$ cat config.mk
export PLATFORM = sky130hd
export DESIGN_NAME = sha1_stream_hasher_core
export DESIGN_NICKNAME = d
export VERILOG_FILES = /design/src/rtl/sha1sh_pkg.sv /design/src/rtl/sha1sh_ctrl.sv /design/src/rtl/sha1sh_dp.sv /design/src/rtl/sha1_stream_hasher_core.sv
export SDC_FILE = /design/constraint.sdc
export NUM_CORES = 2
export LEC_CHECK = 0
export BUFFER_PORTS_ARGS = -buffer_cell sky130_fd_sc_hd__buf_2
export CORE_MARGIN = 4
export CORE_UTILIZATION = 45
export DETAILED_ROUTE_END_ITERATION = 8
export SETUP_SLACK_MARGIN = 0.3
export SYNTH_ARGS = -nofsm -noshare
export SYNTH_HDL_FRONTEND = slang
export SYNTH_HIERARCHICAL = 1
export SYNTH_SLANG_ARGS = --single-unit
$ cat constraint.sdc
create_clock -name clock -period 10.7 [get_ports clock]
set_input_delay 2.14 -clock clock [delete_from_list [all_inputs] [get_ports clock]]
set_output_delay 2.14 -clock clock [all_outputs]
set_load 0.005 [all_outputs]
$ cat src/rtl/sha1sh_pkg.sv
// Shared types, constants and helper functions of the SHA-1 stream hasher.
package sha1sh_pkg;

   // Block geometry and round count
   localparam int unsigned BLOCK_BITS  = 512;
   localparam int unsigned WORD_BITS   = 32;
   localparam int unsigned NUM_ROUNDS  = 80;
   localparam int unsigned NUM_CHAIN   = 5;
   localparam int unsigned FILL_BITS   = 6;
   localparam int unsigned COUNT_BITS  = 61;
   localparam int unsigned ROUND_BITS  = 7;
   localparam int unsigned WIDX_BITS   = 3;

   localparam logic [FILL_BITS-1:0]  FILL_PAD_END  = 6'd55;   // last byte before length field
   localparam logic [FILL_BITS-1:0]  FILL_BLK_END  = 6'd63;   // last byte of a block
   localparam logic [ROUND_BITS-1:0] ROUND_LAST    = 7'd79;
   localparam logic [WIDX_BITS-1:0]  WIDX_LAST     = 3'd4;
   localparam logic [7:0]            PAD_BYTE      = 8'h80;

   // Controller states
   typedef enum logic [2:0] {
      ST_IDLE,
      ST_PAD_ONE,
      ST_PAD_ZERO,
      ST_LEN,
      ST_ROUND,
      ST_ADD,
      ST_EMIT
   } state_type;

   // Source of the byte shifted into the block
   typedef enum logic [1:0] {
      BSEL_INPUT,
      BSEL_PAD,
      BSEL_ZERO,
      BSEL_LEN
   } byte_sel_type;

   // Commands from controller to datapath
   typedef struct packed {
      logic                  push;
      byte_sel_type          bsel;
      logic                  count_inc;
      logic                  load_vars;
      logic                  round_en;
      logic [ROUND_BITS-1:0] round_idx;
      logic                  chain_add;
      logic [WIDX_BITS-1:0]  word_idx;
      logic                  clear;
   } cmd_type;

   // Status from datapath to controller
   typedef struct packed {
      logic fill_pad_end;
      logic fill_blk_end;
   } status_type;

   // Initial chaining value for word idx
   function automatic logic [WORD_BITS-1:0] chain_init(input logic [WIDX_BITS-1:0] idx);
      logic [WORD_BITS-1:0] val;
      case (idx)
         3'd0:    val = 32'h67452301;
         3'd1:    val = 32'hefcdab89;
         3'd2:    val = 32'h98badcfe;
         3'd3:    val = 32'h10325476;
         3'd4:    val = 32'hc3d2e1f0;
         default: val = '0;
      endcase
      return val;
   endfunction

   // Round constant for round t
   function automatic logic [WORD_BITS-1:0] round_k(input logic [ROUND_BITS-1:0] t);
      logic [WORD_BITS-1:0] val;
      if (t < 7'd20)      val = 32'h5a827999;
      else if (t < 7'd40) val = 32'h6ed9eba1;
      else if (t < 7'd60) val = 32'h8f1bbcdc;
      else                val = 32'hca62c1d6;
      return val;
   endfunction

   // Round function for round t
   function automatic logic [WORD_BITS-1:0] round_f(input logic [ROUND_BITS-1:0] t,
                                                    input logic [WORD_BITS-1:0] b,
                                                    input logic [WORD_BITS-1:0] c,
                                                    input logic [WORD_BITS-1:0] d);
      logic [WORD_BITS-1:0] val;
      if (t < 7'd20)      val = (b & c) | (~b & d);
      else if (t < 7'd40) val = b ^ c ^ d;
      else if (t < 7'd60) val = (b & c) | (b & d) | (c & d);
      else                val = b ^ c ^ d;
      return val;
   endfunction

endpackage

$ cat src/rtl/sha1sh_ctrl.sv
// Controller state machine: byte loading, padding, rounds and digest output.
module sha1sh_ctrl (
   input  logic                    clock,
   input  logic                    reset,
   input  logic                    req_tvalid,
   output logic                    req_tready,
   input  logic                    in_has_byte,
   input  logic                    in_end,
   output logic                    rsp_tvalid,
   input  logic                    rsp_tready,
   output logic                    rsp_tlast,
   input  sha1sh_pkg::status_type  status,
   output sha1sh_pkg::cmd_type     cmd
);

   sha1sh_pkg::state_type state_ff, state_in;
   sha1sh_pkg::state_type ret_ff, ret_in;
   logic [sha1sh_pkg::ROUND_BITS-1:0] round_ff, round_in;
   logic [sha1sh_pkg::WIDX_BITS-1:0]  word_ff, word_in;
   logic req_acc;
   logic rsp_acc;

   assign req_acc = req_tvalid && (state_ff == sha1sh_pkg::ST_IDLE);
   assign rsp_acc = rsp_tready && (state_ff == sha1sh_pkg::ST_EMIT);

   // State registers
   always_ff @(posedge clock) begin
      if (reset) begin
         state_ff <= sha1sh_pkg::ST_IDLE;
         ret_ff   <= sha1sh_pkg::ST_IDLE;
         round_ff <= '0;
         word_ff  <= '0;
      end else begin
         state_ff <= state_in;
         ret_ff   <= ret_in;
         round_ff <= round_in;
         word_ff  <= word_in;
      end
   end

   // Next state
   always_comb begin
      state_in = state_ff;
      ret_in   = ret_ff;
      case (state_ff)
         sha1sh_pkg::ST_IDLE: begin
            if (req_acc) begin
               if (in_has_byte && status.fill_blk_end) begin
                  state_in = sha1sh_pkg::ST_ROUND;
                  ret_in   = in_end ? sha1sh_pkg::ST_PAD_ONE : sha1sh_pkg::ST_IDLE;
               end else if (in_end) begin
                  state_in = sha1sh_pkg::ST_PAD_ONE;
               end
            end
         end
         sha1sh_pkg::ST_PAD_ONE: begin
            if (status.fill_blk_end) begin
               state_in = sha1sh_pkg::ST_ROUND;
               ret_in   = sha1sh_pkg::ST_PAD_ZERO;
            end else if (status.fill_pad_end) begin
               state_in = sha1sh_pkg::ST_LEN;
            end else begin
               state_in = sha1sh_pkg::ST_PAD_ZERO;
            end
         end
         sha1sh_pkg::ST_PAD_ZERO: begin
            if (status.fill_blk_end) begin
               state_in = sha1sh_pkg::ST_ROUND;
               ret_in   = sha1sh_pkg::ST_PAD_ZERO;
            end else if (status.fill_pad_end) begin
               state_in = sha1sh_pkg::ST_LEN;
            end
         end
         sha1sh_pkg::ST_LEN: begin
            if (status.fill_blk_end) begin
               state_in = sha1sh_pkg::ST_ROUND;
               ret_in   = sha1sh_pkg::ST_EMIT;
            end
         end
         sha1sh_pkg::ST_ROUND: begin
            if (round_ff == sha1sh_pkg::ROUND_LAST) state_in = sha1sh_pkg::ST_ADD;
         end
         sha1sh_pkg::ST_ADD: begin
            state_in = ret_ff;
         end
         sha1sh_pkg::ST_EMIT: begin
            if (rsp_acc && word_ff == sha1sh_pkg::WIDX_LAST) state_in = sha1sh_pkg::ST_IDLE;
         end
         default: begin
            state_in = sha1sh_pkg::ST_IDLE;
         end
      endcase
   end

   // Round and digest word counters
   always_comb begin
      round_in = '0;
      word_in  = word_ff;
      if (state_ff == sha1sh_pkg::ST_ROUND) round_in = round_ff + 1'b1;
      if (rsp_acc) begin
         word_in = (word_ff == sha1sh_pkg::WIDX_LAST) ? '0 : word_ff + 1'b1;
      end
   end

   // Outputs
   always_comb begin
      cmd           = '0;
      cmd.bsel      = sha1sh_pkg::BSEL_INPUT;
      cmd.round_idx = round_ff;
      cmd.word_idx  = word_ff;
      req_tready    = 1'b0;
      rsp_tvalid    = 1'b0;
      case (state_ff)
         sha1sh_pkg::ST_IDLE: begin
            req_tready    = 1'b1;
            cmd.push      = req_acc && in_has_byte;
            cmd.count_inc = req_acc && in_has_byte;
            cmd.load_vars = req_acc && in_has_byte && status.fill_blk_end;
         end
         sha1sh_pkg::ST_PAD_ONE: begin
            cmd.push      = 1'b1;
            cmd.bsel      = sha1sh_pkg::BSEL_PAD;
            cmd.load_vars = status.fill_blk_end;
         end
         sha1sh_pkg::ST_PAD_ZERO: begin
            cmd.push      = 1'b1;
            cmd.bsel      = sha1sh_pkg::BSEL_ZERO;
            cmd.load_vars = status.fill_blk_end;
         end
         sha1sh_pkg::ST_LEN: begin
            cmd.push      = 1'b1;
            cmd.bsel      = sha1sh_pkg::BSEL_LEN;
            cmd.load_vars = status.fill_blk_end;
         end
         sha1sh_pkg::ST_ROUND: begin
            cmd.round_en = 1'b1;
         end
         sha1sh_pkg::ST_ADD: begin
            cmd.chain_add = 1'b1;
         end
         sha1sh_pkg::ST_EMIT: begin
            rsp_tvalid = 1'b1;
            cmd.clear  = rsp_acc && (word_ff == sha1sh_pkg::WIDX_LAST);
         end
         default: begin
            cmd.push = 1'b0;
         end
      endcase
   end

   assign rsp_tlast = (word_ff == sha1sh_pkg::WIDX_LAST);

endmodule

$ cat src/rtl/sha1sh_dp.sv
// Datapath: block/schedule window, byte count, round variables and chaining words.
module sha1sh_dp (
   input  logic                                 clock,
   input  logic                                 reset,
   input  logic [7:0]                           in_byte,
   input  sha1sh_pkg::cmd_type                  cmd,
   output sha1sh_pkg::status_type               status,
   output logic [sha1sh_pkg::WORD_BITS-1:0]     digest_word
);

   localparam int unsigned WB = sha1sh_pkg::WORD_BITS;
   localparam int unsigned BB = sha1sh_pkg::BLOCK_BITS;

   // Window holds the 16 schedule words, word 0 (current round) in the top bits
   logic [BB-1:0] window_ff, window_in;
   logic [sha1sh_pkg::FILL_BITS-1:0]  fill_ff, fill_in;
   logic [sha1sh_pkg::COUNT_BITS-1:0] count_ff, count_in;
   logic [WB-1:0] a_ff, b_ff, c_ff, d_ff, e_ff;
   logic [WB-1:0] a_in, b_in, c_in, d_in, e_in;
   logic [WB-1:0] chain_ff [sha1sh_pkg::NUM_CHAIN];
   logic [WB-1:0] chain_in [sha1sh_pkg::NUM_CHAIN];

   logic [7:0]    push_byte;
   logic [63:0]   len_shift;
   logic [WB-1:0] w0, w2, w8, w13, w_mix, w_new;
   logic [WB-1:0] temp;

   // Byte source select; length bytes go out big-endian by fill position
   always_comb begin
      len_shift = {count_ff, 3'b000} >> {~fill_ff[2:0], 3'b000};
      case (cmd.bsel)
         sha1sh_pkg::BSEL_INPUT: push_byte = in_byte;
         sha1sh_pkg::BSEL_PAD:   push_byte = sha1sh_pkg::PAD_BYTE;
         sha1sh_pkg::BSEL_ZERO:  push_byte = 8'h00;
         sha1sh_pkg::BSEL_LEN:   push_byte = len_shift[7:0];
         default:                push_byte = 8'h00;
      endcase
   end

   // Message schedule taps
   assign w0    = window_ff[BB-1        -: WB];
   assign w2    = window_ff[BB-1-2*WB   -: WB];
   assign w8    = window_ff[BB-1-8*WB   -: WB];
   assign w13   = window_ff[BB-1-13*WB  -: WB];
   assign w_mix = w13 ^ w8 ^ w2 ^ w0;
   assign w_new = {w_mix[WB-2:0], w_mix[WB-1]};

   // One SHA-1 round
   assign temp = {a_ff[WB-6:0], a_ff[WB-1:WB-5]}
               + sha1sh_pkg::round_f(cmd.round_idx, b_ff, c_ff, d_ff)
               + e_ff + w0 + sha1sh_pkg::round_k(cmd.round_idx);

   // Window, fill and count next values
   always_comb begin
      window_in = window_ff;
      fill_in   = fill_ff;
      count_in  = count_ff;
      if (cmd.push) begin
         window_in = {window_ff[BB-9:0], push_byte};
         fill_in   = fill_ff + 1'b1;
      end else if (cmd.round_en) begin
         window_in = {window_ff[BB-WB-1:0], w_new};
      end
      if (cmd.count_inc) count_in = count_ff + 1'b1;
      if (cmd.clear) begin
         fill_in  = '0;
         count_in = '0;
      end
   end

   // Working variables
   always_comb begin
      a_in = a_ff;
      b_in = b_ff;
      c_in = c_ff;
      d_in = d_ff;
      e_in = e_ff;
      if (cmd.load_vars) begin
         a_in = chain_ff[0];
         b_in = chain_ff[1];
         c_in = chain_ff[2];
         d_in = chain_ff[3];
         e_in = chain_ff[4];
      end else if (cmd.round_en) begin
         a_in = temp;
         b_in = a_ff;
         c_in = {b_ff[1:0], b_ff[WB-1:2]};
         d_in = c_ff;
         e_in = d_ff;
      end
   end

   // Chaining words
   always_comb begin
      for (int i = 0; i < sha1sh_pkg::NUM_CHAIN; i++) begin
         chain_in[i] = chain_ff[i];
         if (cmd.clear) begin
            chain_in[i] = sha1sh_pkg::chain_init(sha1sh_pkg::WIDX_BITS'(i));
         end
      end
      if (cmd.chain_add) begin
         chain_in[0] = chain_ff[0] + a_ff;
         chain_in[1] = chain_ff[1] + b_ff;
         chain_in[2] = chain_ff[2] + c_ff;
         chain_in[3] = chain_ff[3] + d_ff;
         chain_in[4] = chain_ff[4] + e_ff;
      end
   end

   // Control-side state with reset
   always_ff @(posedge clock) begin
      if (reset) begin
         fill_ff  <= '0;
         count_ff <= '0;
         for (int i = 0; i < sha1sh_pkg::NUM_CHAIN; i++) begin
            chain_ff[i] <= sha1sh_pkg::chain_init(sha1sh_pkg::WIDX_BITS'(i));
         end
      end else begin
         fill_ff  <= fill_in;
         count_ff <= count_in;
         for (int i = 0; i < sha1sh_pkg::NUM_CHAIN; i++) begin
            chain_ff[i] <= chain_in[i];
         end
      end
   end

   // Payload registers
   always_ff @(posedge clock) begin
      window_ff <= window_in;
      a_ff      <= a_in;
      b_ff      <= b_in;
      c_ff      <= c_in;
      d_ff      <= d_in;
      e_ff      <= e_in;
   end

   // Status and digest word select
   assign status.fill_pad_end = (fill_ff == sha1sh_pkg::FILL_PAD_END);
   assign status.fill_blk_end = (fill_ff == sha1sh_pkg::FILL_BLK_END);

   always_comb begin
      case (cmd.word_idx)
         3'd0:    digest_word = chain_ff[0];
         3'd1:    digest_word = chain_ff[1];
         3'd2:    digest_word = chain_ff[2];
         3'd3:    digest_word = chain_ff[3];
         3'd4:    digest_word = chain_ff[4];
         default: digest_word = '0;
      endcase
   end

endmodule

$ cat src/rtl/sha1_stream_hasher_core.sv
// SHA-1 stream hasher top level: controller plus datapath.
// Input: a byte item is taken while idle; every 64th byte starts a compression of 80
//   rounds at one round per cycle and one chaining add, during which no input is taken.
// End of message: padding and length go in at one byte per cycle, except during the one
//   or two compressions they cause; then five digest words go out, one per cycle when ready.
// Reset (synchronous, active high) restores the initial chaining values and clears counts.
module sha1_stream_hasher_core (
   input  logic        clock,
   input  logic        reset,
   input  logic        req_tvalid,
   output logic        req_tready,
   input  logic [7:0]  req_tdata,    // [7:0] data_byte
   input  logic        req_tuser,    // [0] has_byte
   input  logic        req_tlast,    // end_of_message
   output logic        rsp_tvalid,
   input  logic        rsp_tready,
   output logic [31:0] rsp_tdata,    // [31:0] digest_word
   output logic [2:0]  rsp_tuser,    // [2:0] word_index
   output logic        rsp_tlast     // last_word
);

   sha1sh_pkg::cmd_type    cmd;
   sha1sh_pkg::status_type status;

   sha1sh_ctrl u_ctrl (
      .clock       (clock),
      .reset       (reset),
      .req_tvalid  (req_tvalid),
      .req_tready  (req_tready),
      .in_has_byte (req_tuser),
      .in_end      (req_tlast),
      .rsp_tvalid  (rsp_tvalid),
      .rsp_tready  (rsp_tready),
      .rsp_tlast   (rsp_tlast),
      .status      (status),
      .cmd         (cmd)
   );

   sha1sh_dp u_dp (
      .clock       (clock),
      .reset       (reset),
      .in_byte     (req_tdata),
      .cmd         (cmd),
      .status      (status),
      .digest_word (rsp_tdata)
   );

   assign rsp_tuser = cmd.word_idx;

endmodule

* After elaboration in Yosys (flattened, before gate mapping)
Memories as Yosys holds them, arrays and structs flattened.
Index checks and enable logic that the tools add are counted.
** Operators by class
- $add $sub $neg :: 13
- Magnitude comparators :: 3
- Equal/unequal tests :: 24
- Shifts and indexed selects :: 1
- Mux-type cells :: 66
- Bitwise operators :: 20
- Reductions and logical operators :: 18
** Operators with widths (count)
- $mux 512 :: 2
- $mux 32 :: 30
- $add 32x32->32 :: 9
- $mux 160 :: 1
- $pmux 32 s5 :: 1
- $xor 32x32->32 :: 5
- $and 32x32->32 :: 4
- $or 32x32->32 :: 3
- $shr 64x6->8 :: 1
- $add 61x1->61 const B :: 1
- $mux 3 :: 14
- $not 32->32 :: 1
- $pmux 8 s4 :: 1
- $mux 31 :: 1
- $pmux 3 s7 :: 1
- $lt 7x6->1 const B :: 2
- $eq 3x2->1 const B :: 4
- $eq 3x3->1 const B :: 4
- $eq 6x6->1 const B :: 2
- $mux 1 :: 11
- $pmux 3 s3 :: 1
- $ne 2x1->1 const B :: 4
- $add 7x1->7 const B :: 1
- $eq 7x7->1 const B :: 1
- other kinds (23) :: 40
** Word-level totals
- Flip-flop bits (word level) :: 755
- RAM bits :: 160
- Memories kept :: 1
** Memories
- u_dp.chain_ff :: depth 5, bits a word 32, read ports 5, clocked after memory_dff 0, wr ports 5, RTL line sha1sh_dp.sv:20 : logic [WB-1:0] chain_ff [sha1sh_pkg::NUM_CHAIN];

* Depth between registers and ports, before layout
- Word-level depth :: 12
- Mapped depth :: 23

* Modules after synthesis
The synthesis kept the hierarchy.
** By module, submodules not included
- sha1sh_dp :: instances 1, cells each 4407, area an instance 51692.1 um2
- sha1sh_ctrl :: instances 1, cells each 109, area an instance 905.9 um2

* Worst setup path after synthesis
Ideal clock, no wire load.
- Path type :: input-to-reg
- Start :: input port req_tvalid
- End :: register u_dp.window_ff[0] (enable)
- Arrival :: 9.367 ns
- Required time :: 10.034 ns
- Setup slack :: 0.667 ns
- Cell stages on the path :: 6
- Cell sequence :: nand2_1 a21oi_1 clkbuf_1 clkbuf_1 clkbuf_1 or2_2
** RTL lines
- start, declared :: RTL line sha1_stream_hasher_core.sv:10 : input logic req_tvalid,
- end signal, assigned :: RTL line sha1sh_dp.sv:129 : window_ff <= window_in;
- end, declared :: RTL line sha1sh_dp.sv:15 : logic [BB-1:0] window_ff, window_in;

* Worst setup path in the final report
- Start :: register u_ctrl/round_ff[4] (netlist name)
- End :: register u_dp.a_ff[31], data pin
** Between the ends
- Word-level cells in the longest chain between the ends :: 10
- Elaborated cells on any way between the ends :: 15
- Those cells by class :: add/sub (4); order compare (3); mux (8)
** Ends and longest elaborated chain
- start, declared :: RTL line sha1sh_ctrl.sv:18 : logic [sha1sh_pkg::ROUND_BITS-1:0] round_ff, round_in;
- start signal, assigned :: RTL line sha1sh_ctrl.sv:36 : round_ff <= round_in;
- $lt 7x6->1 :: RTL line sha1sh_pkg.sv:77, sha1sh_pkg.sv:90
- $mux 32 :: RTL line sha1sh_pkg.sv:90 : else if (t < 7'd60) val = (b & c) | (b & d) | (c & d);
- $mux 32 :: RTL line sha1sh_pkg.sv:89 : else if (t < 7'd40) val = b ^ c ^ d;
- $mux 32 :: RTL line sha1sh_pkg.sv:88 : if (t < 7'd20) val = (b & c) | (~b & d);
- $add 32x32->32 :: RTL line sha1sh_dp.sv:50 : + sha1sh_pkg::round_f(cmd.round_idx, b_ff, c_ff, d_ff)
- $add 32x32->32 (2 in series) :: RTL line sha1sh_dp.sv:51 : + e_ff + w0 + sha1sh_pkg::round_k(cmd.round_idx);
- $add 32x32->32 * :: RTL line sha1sh_dp.sv:51
- $mux 32 * :: RTL line sha1sh_dp.sv:84 : end else if (cmd.round_en) begin
- $mux 32 * :: RTL line sha1sh_dp.sv:78 : if (cmd.load_vars) begin
- net u_dp.a_in[31] :: RTL line sha1sh_dp.sv:19 : logic [WB-1:0] a_in, b_in, c_in, d_in, e_in;
- end signal, assigned :: RTL line sha1sh_dp.sv:130 : a_ff <= a_in;
- end, declared :: RTL line sha1sh_dp.sv:18 : logic [WB-1:0] a_ff, b_ff, c_ff, d_ff, e_ff;
The timed path passes the listed nets; every way through them passes the cells marked *. The select of a mux whose other input is x is not followed.
A chain may end at the register's enable or synchronous reset.

==> impl_results.md <==
- Share of cells above drive strength 1: 0.2035
- CP endpoint: u_dp/a_ff[31]
- CTS max path bufs: 3
- Synth cell count leaders: edfxtp_1 (672), mux2_2 (627), nor2_1 (307)
- Overall Global Routing Usage: 0.2193
- Die X: 349.9 um
- Worst r2r dst: u_dp/a_ff[31]
- # port buffers: 51
- Rows: 125
- Post-cts hold buffer count: 0
- Post-CTS sizing: 0
- Sw frac: 0.3936
- Post-Syn Instances: 4516
- Post-route ant nets: 0
- Worst reg2reg path depth: 23
- Placer Congestion: 0.9440
- RSZ-0062 raised after global routing: false
- Fin. Hold Viols: 0
- Count leader, synth: edfxtp_1
- CTS tree: done
- Gr ovfl total: 0
- # H-tree levels: 3
- CP Cell Sequence: a41oi_1 -> nand2_1 -> buf_4 -> inv_1 -> buf_4 -> nor2_2 -> buf_4 -> a221o_1 -> fa_1 -> inv_1 -> fa_1 -> inv_1 -> ha_1 -> nor2b_1 -> o21a_1 -> o21ai_0 -> a21oi_1 -> a22oi_1 -> o211ai_1 -> a31oi_1 -> o21ai_0 -> a2111o_1 -> nand3_1
- CP endpoint kind: register
- Worst Hold Slack: between 0.4 and 0.5 ns
- Main area contributors after synthesis: edfxtp_1 (38%), mux2_2 (13%), dfxtp_1 (9.2%)
- Startpoint Class: register
- Sum Neg Setup Slack: 0 ns
- Most used DFF post-synth: edfxtp_1
- Run status: finished, final reports clean
- Worst EP arrival: between 7 and 8 ns
- Final setup vio count: 0
- Leakage: 0.02133 uW
- DR WL/cell: roughly 22 um
- Avg Cell Area, Syn: 11.65 um^2
- Post-CTS setup repair buffer count: 0
- Initial DRC count: 3255
- # IOs: 52
- Setup ws final: 3.841 ns
- Overall routed net length: around 140000 um
- Ys async rst share: 0
- Place WS: ~4.0 ns
- Pwr dens: 399.9 nW/um^2
- Clock-pin slew on the worst setup and hold paths: 0.06 ns
- Area growth from synthesis to layout: 10.10%
- Std-Cell Core Area: 116000 um^2
- Sequential power share: 0.329
- R2R Setup Slk: 3.84 ns
- Worst R2R Start: u_ctrl/round_ff[4]
- DIE AREA: between 100000 and 150000 um^2
- Die Y: 349.9 um
- Max Cap Viol: 0
- Critical Path Fanout Max: 18
- DRC Markers: 0
- Seq cells post-synth: 915
- Part of the Yosys area used for sequential elements: 0.4761
- Crit path time final: 6.859 ns
- # diodes: 0
- Clock Power Share: 0.156
- Worst clock skew: 0.04703 ns
- Critical path class: reg -> reg
- Fmax: 0.1458 GHz
- Post-Syn Area: ~53000 um^2
- Initial antenna violation count: 1
- Crit path launch: u_ctrl/round_ff[4]
- # clock sinks: roughly 920
- Crit path largest cell delay: 0.65 ns
- Area share of the largest cell type after synthesis: 0.3837
- Fin crit share: 0.6410
- Total iterations of the first detailed-routing run: 6
- Comb pwr share: 0.515
- Vias: 35173
- Tightest Hold Check Type: reg -> reg
- Slew headroom: 0.1384
- Vias in the first global route: 34520
- Max-slew violations: 0
- Ys Warns: 6
- CTS buffer count: 104
- Largest net degree at the start of global routing: 176
- Nets: between 4000 and 5000
- Yosys top cell by area: edfxtp_1
- Slowest-stage cell, CP: a41oi_1
- Dpl hpwl: 95630 um
- Clock Latency Late Sink: 0.71 ns
- First-pass GRT wire length: 208800 um
- Synth cell types: 100
- Worst Tran Pin Value: 1.274 ns
- Net switching power: 9116 uW
- Syn_nets: 4853
- VDD IR max: 0.0003184 V
- Starting Density: 0.4532
- Worst Path Required: approximately 11 ns
- Int Pwr: 14040 uW
- EDFF count, synth: 672
- CTS root buffer: clkbuf_16
- Vias/cell: 5.740
cell families after synthesis:
family	after synthesis	share of synthesized area
AO/OA/AOI/OAI	911	0.1095
XOR/XNOR	315	0.05245
adder cells (fa/ha/maj)	323	0.09468
buffers and inverters	422	0.03066
flip-flops	915	0.4761
multiplexers	684	0.1484
AND/OR/NAND/NOR	946	0.08814
per-stage QoR:
step                power [uW]  instance area (um^2)    util  cells
detailed placement       19480                 54420  0.4690   5932
global placement         19360                 54420  0.4690   5932
CTS                      23230                 57910  0.4990   6128
global route             24920                 57910  0.4990   6128
finish                   23160                 57910  0.4990   6128
floorplan                16800                 52600       -   4516
worst min path at each step:
stage | to | slack (ns) | depth (start not counted) | startpoint
finish | u_ctrl/round_ff[0] | 0.44 | 1 | u_ctrl/round_ff[0]
global route | u_ctrl/round_ff[0] | 0.47 | 1 | u_ctrl/round_ff[0]
CTS | u_ctrl/round_ff[0] | 0.45 | 1 | u_ctrl/round_ff[0]
detailed placement | u_ctrl/round_ff[0] | 0.44 | 1 | u_ctrl/round_ff[0]
global placement | u_ctrl/round_ff[0] | 0.43 | 1 | u_ctrl/round_ff[0]
floorplan | u_ctrl/round_ff[0] | 0.41 | 1 | u_ctrl/round_ff[0]
power by group through the flow:
stage | logic [uW] | registers (uW) | clock network (uW)
3_5_place_dp | 11800 | 7690 | 0
4_1_cts | 11900 | 7630 | 3720
5_1_grt | 13300 | 7800 | 3860
6_report | 11900 | 7630 | 3620
3_3_place_gp | 11700 | 7680 | 0
2_1_floorplan | 9320 | 7490 | 0
routing by layer:
layer | wire length, um | share of wire | GRT usage | vias to the layer above
met5 | 0 | 0 | 0 | -
met2 | 62930 | 0.46 | 0.3537 | 918
met4 | 3949 | 0.029 | 0.06546 | 0
met3 | 7164 | 0.053 | 0.03049 | 199
li1 | - | - | - | 16570
met1 | 62100 | 0.46 | 0.3090 | 17486
flip-flops by register name, summed over array words and instances, names as in the netlist:
signal,count
u_dp/b_ff,32
u_dp/count_ff,61
u_ctrl/state_ff,3
u_ctrl/word_ff,3
u_dp/c_ff,32
u_dp/e_ff,32
u_ctrl/ret_ff,3
u_dp/a_ff,32
u_dp/fill_ff,6
u_ctrl/round_ff,7
u_dp/chain_ff,160
u_dp/window_ff,512
u_dp/d_ff,32
layout by cell type (no fill, tap or decap), types with 64 or more instances in the layout:
cell	n
fa_1	125
o21ai_0	226
xor2_1	109
xnor2_1	206
ha_1	198
clkbuf_16	104
mux2_2	627
inv_1	225
edfxtp_1	672
nor2_1	303
nand2_1	264
a21oi_1	247
a22oi_1	64
dfxtp_1	240
a21o_1	91
area by class of cell:
type	count	area, um^2
Clock inverter	47	558.0
Inverter	227	852.1
Sequential cell	915	25050
Fill cell	10366	58140
Timing Repair Buffer	87	613.1
Multi-Input combinational cell	3179	26000
Tap cell	1524	1907
Clock buffer	149	2932
worst max-delay path, delay by kind of cell, from the launching register on:
family / cells / cell delay, ns
AO/OA/AOI/OAI: 10 / 3.41
adder cells (fa/ha/maj): 3 / 1.35
buffers and inverters: 6 / 1.09
AND/OR/NAND/NOR: 4 / 0.48
flip-flops: 1 / 0.37
(Power assumes the default switching activity.)
